### src/hdl/sha256_pkg.sv
`default_nettype none
// ----------------------------------------------------------------------------
// sha256_pkg
// Types, round constants and sigma functions for the streaming SHA-256 core.
// ----------------------------------------------------------------------------
package sha256_pkg;

  localparam int unsigned BlockBytes = 64;
  localparam int unsigned LengthPos  = 56;
  localparam int unsigned Rounds     = 64;
  localparam int unsigned DigestWords = 8;

  localparam logic [7:0] PadMark = 8'h80;

  typedef struct packed {
    logic [7:0] data_byte;
    logic       has_byte;
    logic       end_of_message;
  } sha_in_t;

  typedef struct packed {
    logic [31:0] digest_word;
    logic [2:0]  word_index;
    logic        last_word;
  } sha_out_t;

  typedef enum logic [2:0] {
    StIdle,
    StRound,
    StFinal,
    StPad,
    StLen,
    StOut
  } sha_state_e;

  // Index 0 is H0.
  localparam logic [7:0][31:0] InitH = {
    32'h5be0cd19, 32'h1f83d9ab, 32'h9b05688c, 32'h510e527f,
    32'ha54ff53a, 32'h3c6ef372, 32'hbb67ae85, 32'h6a09e667
  };

  localparam logic [31:0] RoundK [Rounds] = '{
    32'h428a2f98, 32'h71374491, 32'hb5c0fbcf, 32'he9b5dba5,
    32'h3956c25b, 32'h59f111f1, 32'h923f82a4, 32'hab1c5ed5,
    32'hd807aa98, 32'h12835b01, 32'h243185be, 32'h550c7dc3,
    32'h72be5d74, 32'h80deb1fe, 32'h9bdc06a7, 32'hc19bf174,
    32'he49b69c1, 32'hefbe4786, 32'h0fc19dc6, 32'h240ca1cc,
    32'h2de92c6f, 32'h4a7484aa, 32'h5cb0a9dc, 32'h76f988da,
    32'h983e5152, 32'ha831c66d, 32'hb00327c8, 32'hbf597fc7,
    32'hc6e00bf3, 32'hd5a79147, 32'h06ca6351, 32'h14292967,
    32'h27b70a85, 32'h2e1b2138, 32'h4d2c6dfc, 32'h53380d13,
    32'h650a7354, 32'h766a0abb, 32'h81c2c92e, 32'h92722c85,
    32'ha2bfe8a1, 32'ha81a664b, 32'hc24b8b70, 32'hc76c51a3,
    32'hd192e819, 32'hd6990624, 32'hf40e3585, 32'h106aa070,
    32'h19a4c116, 32'h1e376c08, 32'h2748774c, 32'h34b0bcb5,
    32'h391c0cb3, 32'h4ed8aa4a, 32'h5b9cca4f, 32'h682e6ff3,
    32'h748f82ee, 32'h78a5636f, 32'h84c87814, 32'h8cc70208,
    32'h90befffa, 32'ha4506ceb, 32'hbef9a3f7, 32'hc67178f2
  };

  function automatic logic [31:0] big_sigma0(input logic [31:0] x);
    return {x[1:0], x[31:2]} ^ {x[12:0], x[31:13]} ^ {x[21:0], x[31:22]};
  endfunction

  function automatic logic [31:0] big_sigma1(input logic [31:0] x);
    return {x[5:0], x[31:6]} ^ {x[10:0], x[31:11]} ^ {x[24:0], x[31:25]};
  endfunction

  function automatic logic [31:0] small_sigma0(input logic [31:0] x);
    return {x[6:0], x[31:7]} ^ {x[17:0], x[31:18]} ^ {3'b000, x[31:3]};
  endfunction

  function automatic logic [31:0] small_sigma1(input logic [31:0] x);
    return {x[16:0], x[31:17]} ^ {x[18:0], x[31:19]} ^ {10'b0, x[31:10]};
  endfunction

endpackage
`default_nettype wire

### src/hdl/sha256_stream_hasher_core.sv
`default_nettype none
// ----------------------------------------------------------------------------
// sha256_stream_hasher_core
// Streaming SHA-256: one message byte per request, digest as eight words.
// ----------------------------------------------------------------------------
// A plain byte request is taken while the core is idle, so bytes can stream
// back to back, except that the request completing a 64-byte block holds the
// input while one shared round unit runs the 64 rounds at one round per
// cycle and StFinal then folds the result into the chaining words. A request
// with end_of_message runs the padding through the same byte path at one
// byte per cycle (0x80, zeros up to offset 56, eight length bytes), with a
// turn at offset 56 that moves no byte, plus one or two compressions, and
// then hands out the eight digest words through an output register at one
// word per cycle while the downstream side does not stall. The input stays
// stalled until the last digest word is loaded into that register.
module sha256_stream_hasher_core (
  input  wire                  clk_i,
  input  wire                  rst_ni,
  input  wire                  in_valid_i,
  output logic                 in_stall_o,
  input  wire sha256_pkg::sha_in_t in_data_i,
  output logic                 out_valid_o,
  input  wire                  out_stall_i,
  output sha256_pkg::sha_out_t out_data_o
);

  localparam logic [5:0] FillLast  = 6'(sha256_pkg::BlockBytes - 1);
  localparam logic [5:0] FillLen   = 6'(sha256_pkg::LengthPos);
  localparam logic [5:0] RoundLast = 6'(sha256_pkg::Rounds - 1);
  localparam logic [2:0] WordLast  = 3'(sha256_pkg::DigestWords - 1);

  sha256_pkg::sha_state_e state_q, state_d;

  logic [5:0]        fill_q, fill_d;
  logic [63:0]       total_q, total_d;
  logic [7:0][31:0]  chain_q, chain_d;
  logic [7:0][31:0]  work_q, work_d;
  logic [511:0]      blk_q, blk_d;
  logic [63:0]       len_q, len_d;
  logic [5:0]        rnd_q, rnd_d;
  logic [2:0]        wcnt_q, wcnt_d;
  logic              fin_q, fin_d;
  logic              mark_q, mark_d;
  logic              len_done_q, len_done_d;
  logic              ovalid_q, ovalid_d;
  sha256_pkg::sha_out_t out_q, out_d;

  logic        accept;
  logic        push_en;
  logic [7:0]  push_byte;
  logic        block_full;
  logic        out_load;
  logic [63:0] total_inc;

  // Round datapath.
  logic [31:0] w_cur, w_new, t1, t2;
  logic [31:0] ra, rb, rc, rd, re, rf, rg, rh;

  assign accept     = in_valid_i && (state_q == sha256_pkg::StIdle);
  assign in_stall_o = (state_q != sha256_pkg::StIdle);
  assign total_inc  = total_q + 64'(in_data_i.has_byte);

  // Control outputs of the sequencer.
  always_comb begin
    push_en   = 1'b0;
    push_byte = 8'h00;
    out_load  = 1'b0;
    unique case (state_q)
      sha256_pkg::StIdle: begin
        push_en   = accept && in_data_i.has_byte;
        push_byte = in_data_i.data_byte;
      end
      sha256_pkg::StPad: begin
        push_en   = mark_q || (fill_q != FillLen);
        push_byte = mark_q ? sha256_pkg::PadMark : 8'h00;
      end
      sha256_pkg::StLen: begin
        push_en   = 1'b1;
        push_byte = len_q[63:56];
      end
      sha256_pkg::StOut: begin
        out_load = !ovalid_q || !out_stall_i;
      end
      default: begin
      end
    endcase
  end

  assign block_full = push_en && (fill_q == FillLast);

  // Next state.
  always_comb begin
    state_d = state_q;
    unique case (state_q)
      sha256_pkg::StIdle: begin
        if (accept) begin
          priority if (block_full)                 state_d = sha256_pkg::StRound;
          else if (in_data_i.end_of_message)       state_d = sha256_pkg::StPad;
          else                                     state_d = sha256_pkg::StIdle;
        end
      end
      sha256_pkg::StRound: begin
        if (rnd_q == RoundLast) state_d = sha256_pkg::StFinal;
      end
      sha256_pkg::StFinal: begin
        priority if (!fin_q)    state_d = sha256_pkg::StIdle;
        else if (len_done_q)    state_d = sha256_pkg::StOut;
        else                    state_d = sha256_pkg::StPad;
      end
      sha256_pkg::StPad: begin
        priority if (!push_en)  state_d = sha256_pkg::StLen;
        else if (block_full)    state_d = sha256_pkg::StRound;
        else                    state_d = sha256_pkg::StPad;
      end
      sha256_pkg::StLen: begin
        if (block_full) state_d = sha256_pkg::StRound;
      end
      sha256_pkg::StOut: begin
        if (out_load && (wcnt_q == WordLast)) state_d = sha256_pkg::StIdle;
      end
      default: state_d = sha256_pkg::StIdle;
    endcase
  end

  // One SHA-256 round and one schedule word per cycle.
  always_comb begin
    ra = work_q[0];
    rb = work_q[1];
    rc = work_q[2];
    rd = work_q[3];
    re = work_q[4];
    rf = work_q[5];
    rg = work_q[6];
    rh = work_q[7];
    w_cur = blk_q[511:480];
    t1 = rh + sha256_pkg::big_sigma1(re) + ((re & rf) ^ (~re & rg))
       + sha256_pkg::RoundK[rnd_q] + w_cur;
    t2 = sha256_pkg::big_sigma0(ra) + ((ra & rb) ^ (ra & rc) ^ (rb & rc));
    w_new = sha256_pkg::small_sigma1(blk_q[63:32]) + blk_q[223:192]
          + sha256_pkg::small_sigma0(blk_q[479:448]) + w_cur;
  end

  // Datapath next values.
  always_comb begin
    fill_d     = fill_q;
    total_d    = total_q;
    chain_d    = chain_q;
    work_d     = work_q;
    blk_d      = blk_q;
    len_d      = len_q;
    rnd_d      = '0;
    wcnt_d     = wcnt_q;
    fin_d      = fin_q;
    mark_d     = mark_q;
    len_done_d = len_done_q;
    ovalid_d   = ovalid_q;
    out_d      = out_q;

    if (push_en) begin
      blk_d  = {blk_q[503:0], push_byte};
      fill_d = fill_q + 6'd1;
    end
    if (block_full) begin
      work_d = chain_q;
    end

    if (accept) begin
      total_d = total_inc;
      if (in_data_i.end_of_message) begin
        fin_d   = 1'b1;
        mark_d  = 1'b1;
        len_d   = {total_inc[60:0], 3'b000};
        total_d = '0;
      end
    end

    unique case (state_q)
      sha256_pkg::StRound: begin
        work_d = {rg, rf, re, rd + t1, rc, rb, ra, t1 + t2};
        blk_d  = {blk_q[479:0], w_new};
        rnd_d  = rnd_q + 6'd1;
      end
      sha256_pkg::StFinal: begin
        for (int i = 0; i < 8; i++) begin
          chain_d[i] = chain_q[i] + work_q[i];
        end
      end
      sha256_pkg::StPad: begin
        if (push_en) begin
          mark_d = 1'b0;
        end else begin
          len_done_d = 1'b1;
        end
      end
      sha256_pkg::StLen: begin
        len_d = {len_q[55:0], 8'h00};
      end
      default: begin
      end
    endcase

    // Drop the word once taken, then refill while the digest drains.
    if (ovalid_q && !out_stall_i) ovalid_d = 1'b0;
    if (out_load) begin
      ovalid_d            = 1'b1;
      out_d.digest_word   = chain_q[wcnt_q];
      out_d.word_index    = wcnt_q;
      out_d.last_word     = (wcnt_q == WordLast);
      wcnt_d              = wcnt_q + 3'd1;
      if (wcnt_q == WordLast) begin
        chain_d    = sha256_pkg::InitH;
        fin_d      = 1'b0;
        len_done_d = 1'b0;
      end
    end
  end

  always_ff @(posedge clk_i or negedge rst_ni) begin
    if (!rst_ni) begin
      state_q    <= sha256_pkg::StIdle;
      fill_q     <= '0;
      total_q    <= '0;
      chain_q    <= sha256_pkg::InitH;
      rnd_q      <= '0;
      wcnt_q     <= '0;
      fin_q      <= 1'b0;
      mark_q     <= 1'b0;
      len_done_q <= 1'b0;
      ovalid_q   <= 1'b0;
    end else begin
      state_q    <= state_d;
      fill_q     <= fill_d;
      total_q    <= total_d;
      chain_q    <= chain_d;
      rnd_q      <= rnd_d;
      wcnt_q     <= wcnt_d;
      fin_q      <= fin_d;
      mark_q     <= mark_d;
      len_done_q <= len_done_d;
      ovalid_q   <= ovalid_d;
    end
  end

  always_ff @(posedge clk_i) begin
    work_q <= work_d;
    blk_q  <= blk_d;
    len_q  <= len_d;
    out_q  <= out_d;
  end

  assign out_valid_o = ovalid_q;
  assign out_data_o  = out_q;

  // Rounds only start on a complete block.
  a_round_on_full: assert property (@(posedge clk_i) disable iff (!rst_ni)
    (state_q == sha256_pkg::StRound) |-> (fill_q == '0))
    else $error("round unit running on a partial block");

  a_round_starts_zero: assert property (@(posedge clk_i) disable iff (!rst_ni)
    ((state_q == sha256_pkg::StRound) && ($past(state_q) != sha256_pkg::StRound))
      |-> (rnd_q == '0))
    else $error("round counter not cleared at block start");

  a_len_position: assert property (@(posedge clk_i) disable iff (!rst_ni)
    (state_q == sha256_pkg::StLen) |-> (fill_q >= FillLen))
    else $error("length bytes placed before offset 56");

  a_idle_no_finish: assert property (@(posedge clk_i) disable iff (!rst_ni)
    (state_q == sha256_pkg::StIdle) |-> (!fin_q && !len_done_q))
    else $error("finish flags left set in idle");

  a_digest_from_out: assert property (@(posedge clk_i) disable iff (!rst_ni)
    $rose(out_valid_o) |-> ($past(state_q) == sha256_pkg::StOut))
    else $error("digest word issued outside the output phase");

endmodule
`default_nettype wire

### config.mk
export PLATFORM = sky130hd
export DESIGN_NAME = sha256_stream_hasher_core
export DESIGN_NICKNAME = d
export VERILOG_FILES = /design/src/hdl/sha256_pkg.sv /design/src/hdl/sha256_stream_hasher_core.sv
export SDC_FILE = /design/constraint.sdc
export NUM_CORES = 2
export LEC_CHECK = 0
export ABC_AREA = 1
export ABC_CLOCK_PERIOD_IN_PS = 18900
export BUFFER_PORTS_ARGS = -buffer_cell sky130_fd_sc_hd__buf_2
export CAP_MARGIN = 20
export CORE_UTILIZATION = 30
export CTS_CLUSTER_SIZE = 40
export DETAILED_ROUTE_END_ITERATION = 12
export PLACE_DENSITY = 0.41
export SYNTH_ARGS = -nofsm -noshare
export SYNTH_HDL_FRONTEND = slang
export SYNTH_SLANG_ARGS = --single-unit
### constraint.sdc
create_clock -name clk_i -period 18.9 [get_ports clk_i]
set_input_delay 0.945 -clock clk_i [delete_from_list [all_inputs] [get_ports clk_i]]
set_output_delay 0.945 -clock clk_i [all_outputs]
set_load 0.03 [all_outputs]
==> impl_summary.log <==
[metrics] post-CTS setup buffers: 0
[metrics] clock-pin slew reported for the worst setup and hold paths after clock tree synthesis: 0.06 ns
[metrics] fillers: just over 30,000
[metrics] GR Layer Usage met1: about two fifths
[metrics] classification of the worst setup path: register to register
[metrics] transition time of the tightest slew-check pin: 1.32 ns
[metrics] leading cell types in the layout, fill and taps excluded: sky130_fd_sc_hd__nand2_1 (2,963), sky130_fd_sc_hd__inv_1 (1,442), sky130_fd_sc_hd__o21ai_0 (1,019)
[metrics] kind of launch point of the worst setup path: register
[metrics] CORE AREA: 283,000 sq um
[metrics] detail-routed net length per standard cell: ~27 um
[metrics] Starting Density: between 30% and 40%
[metrics] Syn Std Cell Area: 85,500 sq um
[metrics] Required @ worst endpoint: 19.49 ns
[metrics] RSZ-0062 raised after global routing: false
[metrics] number of hold buffers added after cts: 0
[metrics] post-cts sizing count: 0
[metrics] Tot GR Track Use: a little over a quarter
[metrics] Critical Path AT: slightly below 9 ns
[metrics] maximum clock skew at final layout: between 0.05 and 0.06 ns
[metrics] Mapped Avg Cell Area: 7.88 sq um
[metrics] Avg Vias per Cell: just over 5
[metrics] Main synth FF type: sky130_fd_sc_hd__edfxtp_1
[metrics] final hold violations: 0
[metrics] Buffers on Ports: 51
[metrics] number of max-slew violations in the final report: 0
[metrics] Chip Height: 536 um
[metrics] GRT Max-Usage Layer: met2
[metrics] setup TNS: 0 ns
[metrics] Root Buffer: sky130_fd_sc_hd__clkbuf_16
[metrics] most common library cell in the layout ignoring fill and taps: sky130_fd_sc_hd__nand2_1
[metrics] initial antenna violation count: 13
[metrics] class of the worst hold path: input pin to async pin
[metrics] Worst setup EP type: register
[metrics] count of cells along the worst register-to-register path: 29
[metrics] drt drc: 0
[metrics] wire length of the first global-routing pass: between 500,000 and 600,000 um
[metrics] sinks on the clock net: 1,204
[metrics] sum of overflow across all layers after global routing: 0
[metrics] weighted congestion reported at the end of routability-driven placement: 0.961
[metrics] post-route fraction of the period consumed by the critical path: 44.1%
[metrics] Critical Path Most Common Cell: sky130_fd_sc_hd__nand2_1
[metrics] clock period minus final worst setup slack: 8.34 ns
[metrics] maximum number of pins on one net before global-route repair: 238
[metrics] Post-DRT Antenna Nets: 0
[metrics] Rel. slew slack: 12.1%
[metrics] slack of the critical path: 10.56 ns
[metrics] outcome: completed
[metrics] number of H-tree levels: 4
[metrics] Vias: around 76,000
[metrics] worst slack, placed: around 11 ns
[metrics] delay of the slowest critical-path stage: approximately 0.58 ns
[metrics] post-synthesis instance total: ~11,000
[metrics] vias in the first global route: 73,900
[metrics] TritonCTS buffer count: between 150 and 200
[metrics] met2 layer usage reported by global route: ~41%
[metrics] number of DRC markers in iteration 0: 6,912
[metrics] Area Growth Syn to Fin: 11.0%
[metrics] share of final-layout standard cells stronger than drive strength 1: 5.91%
[metrics] Final #Nets: around 11,000
[metrics] fraction of the yosys area taken by sequential cells: 40.5%
[metrics] Post-Synthesis Net Count: 11,500
[metrics] flip-flop and latch count after synthesis: approximately 1,200
[metrics] total length of routed wires: 389,000 um
[metrics] sum of net half-perimeters after detailed placement: 300,000 um
[metrics] slowest library cell on the worst path: sky130_fd_sc_hd__inv_1
[metrics] FP Rows: 195
[metrics] ports placed on the boundary: 52
[metrics] count of maximum capacitance violations: 0
[metrics] Max clock buf depth: 4
[metrics] number of synthesis warnings: 0
[metrics] maximum net fanout on the critical path: 32
[metrics] startpoint of the worst register-to-register path: rnd_q[2]
[metrics] Max Clock Freq: approximately 0.12 GHz
[metrics] Die W: roughly 540 um
[metrics] clock latency of the later-clocked register in the worst-skew pair: 0.86 ns
[metrics] placed cell count: 14,300
[metrics] CTS tree: built
[metrics] total die area: 287,000 sq um
[metrics] number of detailed-routing iterations run before antenna repair: 6
[metrics] global-route met3 utilization: 2.72%
[metrics] Cell Count, Final, Fillers Out: about 15,000
[metrics] total of endpoints with negative setup slack in the final report: 0
[metrics] fraction of synthesis flops using an asynchronous set or reset pin: 28.2%
[metrics] worst reg2reg setup slack: roughly 11 ns
[metrics] synth unique cells: 73
[metrics] launch point of the worst path: rnd_q[2]
[metrics] hold_ws: 0.0323 ns
[metrics] reg-to-reg critical path endpoint: ra[23]
[metrics] number of enable flip-flop cells after synthesis: 860
==> synthesized netlist by cell type (6+ instances only) <==
cell / instances / area share, %
sky130_fd_sc_hd__a211oi_1: 14 / 0.12
sky130_fd_sc_hd__a21boi_0: 27 / 0.24
sky130_fd_sc_hd__a21o_1: 62 / 0.54
sky130_fd_sc_hd__a21oi_1: 733 / 4.3
sky130_fd_sc_hd__a221oi_1: 21 / 0.22
sky130_fd_sc_hd__a31oi_1: 79 / 0.58
sky130_fd_sc_hd__a32o_1: 19 / 0.22
sky130_fd_sc_hd__buf_1: 18 / 0.079
sky130_fd_sc_hd__buf_2: 26 / 0.15
sky130_fd_sc_hd__clkbuf_1: 421 / 1.8
sky130_fd_sc_hd__dfrtp_1: 203 / 5.9
sky130_fd_sc_hd__dfstp_2: 136 / 4.2
sky130_fd_sc_hd__edfxtp_1: 860 / 30
sky130_fd_sc_hd__fa_1: 196 / 4.6
sky130_fd_sc_hd__ha_1: 405 / 5.9
sky130_fd_sc_hd__inv_1: 1448 / 6.4
sky130_fd_sc_hd__inv_2: 8 / 0.035
sky130_fd_sc_hd__mux2_2: 18 / 0.24
sky130_fd_sc_hd__nand2_1: 2966 / 13
sky130_fd_sc_hd__nand2_2: 8 / 0.059
sky130_fd_sc_hd__nand3_1: 416 / 2.4
sky130_fd_sc_hd__nand3_2: 6 / 0.070
sky130_fd_sc_hd__nand3b_1: 15 / 0.13
sky130_fd_sc_hd__nand4_1: 75 / 0.55
sky130_fd_sc_hd__nor2_1: 611 / 2.7
sky130_fd_sc_hd__nor2_2: 6 / 0.044
sky130_fd_sc_hd__nor3_1: 128 / 0.75
sky130_fd_sc_hd__nor4_1: 26 / 0.19
sky130_fd_sc_hd__o2111ai_1: 6 / 0.061
sky130_fd_sc_hd__o211ai_1: 173 / 1.5
sky130_fd_sc_hd__o21a_1: 14 / 0.12
sky130_fd_sc_hd__o21ai_0: 1019 / 6.0
sky130_fd_sc_hd__o21ai_1: 19 / 0.11
sky130_fd_sc_hd__o21bai_1: 115 / 1.0
sky130_fd_sc_hd__o221a_2: 8 / 0.11
sky130_fd_sc_hd__o221ai_1: 31 / 0.32
sky130_fd_sc_hd__o22ai_1: 46 / 0.34
sky130_fd_sc_hd__o31ai_1: 12 / 0.11
sky130_fd_sc_hd__or2_2: 22 / 0.16
sky130_fd_sc_hd__xnor2_1: 163 / 1.7
sky130_fd_sc_hd__xor2_1: 196 / 2.0
==> logic make-up (layout without fill, tap and decap cells) <==
logic type	count (synthesis)	count (layout)	share of synthesized area [%]
compound gates	2435	2435	16.2
xor+xnor	359	359	3.68
fa+ha+maj	603	603	10.5
buf+inv	1928	1917	8.51
flops	1204	1204	40.5
mux	18	18	0.237
other cells	0	11	0
simple gates	4297	4297	20.3
==> cell type report <==
| class | instances | area [sq um] | area share, % |
|---|---|---|---|
| antenna | 11 | 27.5 | 0.0290 |
| clock buffer | 222 | 4420 | 4.66 |
| clock inverter | 71 | 818 | 0.862 |
| inverter | 1460 | 5500 | 5.80 |
| multi-input combinational | 7712 | 43700 | 46.0 |
| sequential | 1204 | 34600 | 36.4 |
| tap | 3743 | 4680 | 4.93 |
| timing repair buffer | 164 | 1200 | 1.27 |
==> per-stage QoR <==
step                instance area (sq um)  utilization [%]
floorplan                           85500                -
global placement                    89600             31.7
detailed placement                  89600             31.7
CTS                                 94800             33.5
global route                        94900             33.6
finish                              94900             33.6
==> routing by layer <==
metal / wire [um] / vias to the layer above
met3: 18800 / 438
met4: 13400 / 2
met1: 186000 / 37300
met5: 13 / -
met2: 171000 / 2269
li1: - / 35800
==> registers in the layout (all words and copies together), names as in the netlist, 32 cells and up <==
signal      flops
rh             32
ra             32
rc             32
blk_q         512
rg             32
chain_q       256
len_q          61
out_data_o     36
rb             32
total_q        61
rf             32
re             32
rd             32
==> worst max-delay path: cells and delay by family (launching register included) <==
family                   cells  cell delay, ns
AO/OA/AOI/OAI               11            2.83
adder cells (fa/ha/maj)      4            1.73
AND/OR/NAND/NOR              8            1.44
buffers and inverters        5            1.42
flip-flops                   1            0.35
XOR/XNOR                     1            0.30
==> worst max-delay path by stage <==
| stage | to | slack [ns] | cells after the start |
|---|---|---|---|
| after global routing | ra[27] | 10.0 | 31 |
| after CTS | ra[27] | 10.52 | 29 |
| after detailed placement | ra[23] | 10.55 | 31 |
| final | ra[23] | 10.56 | 29 |
| after floorplan | blk_q[0] | 5.56 | 6 |
| after global placement | ra[23] | 10.45 | 31 |
Power is left out: the tool's default activity adds up to more than one toggle a clock period on the data nets, which glitch-free logic cannot reach.
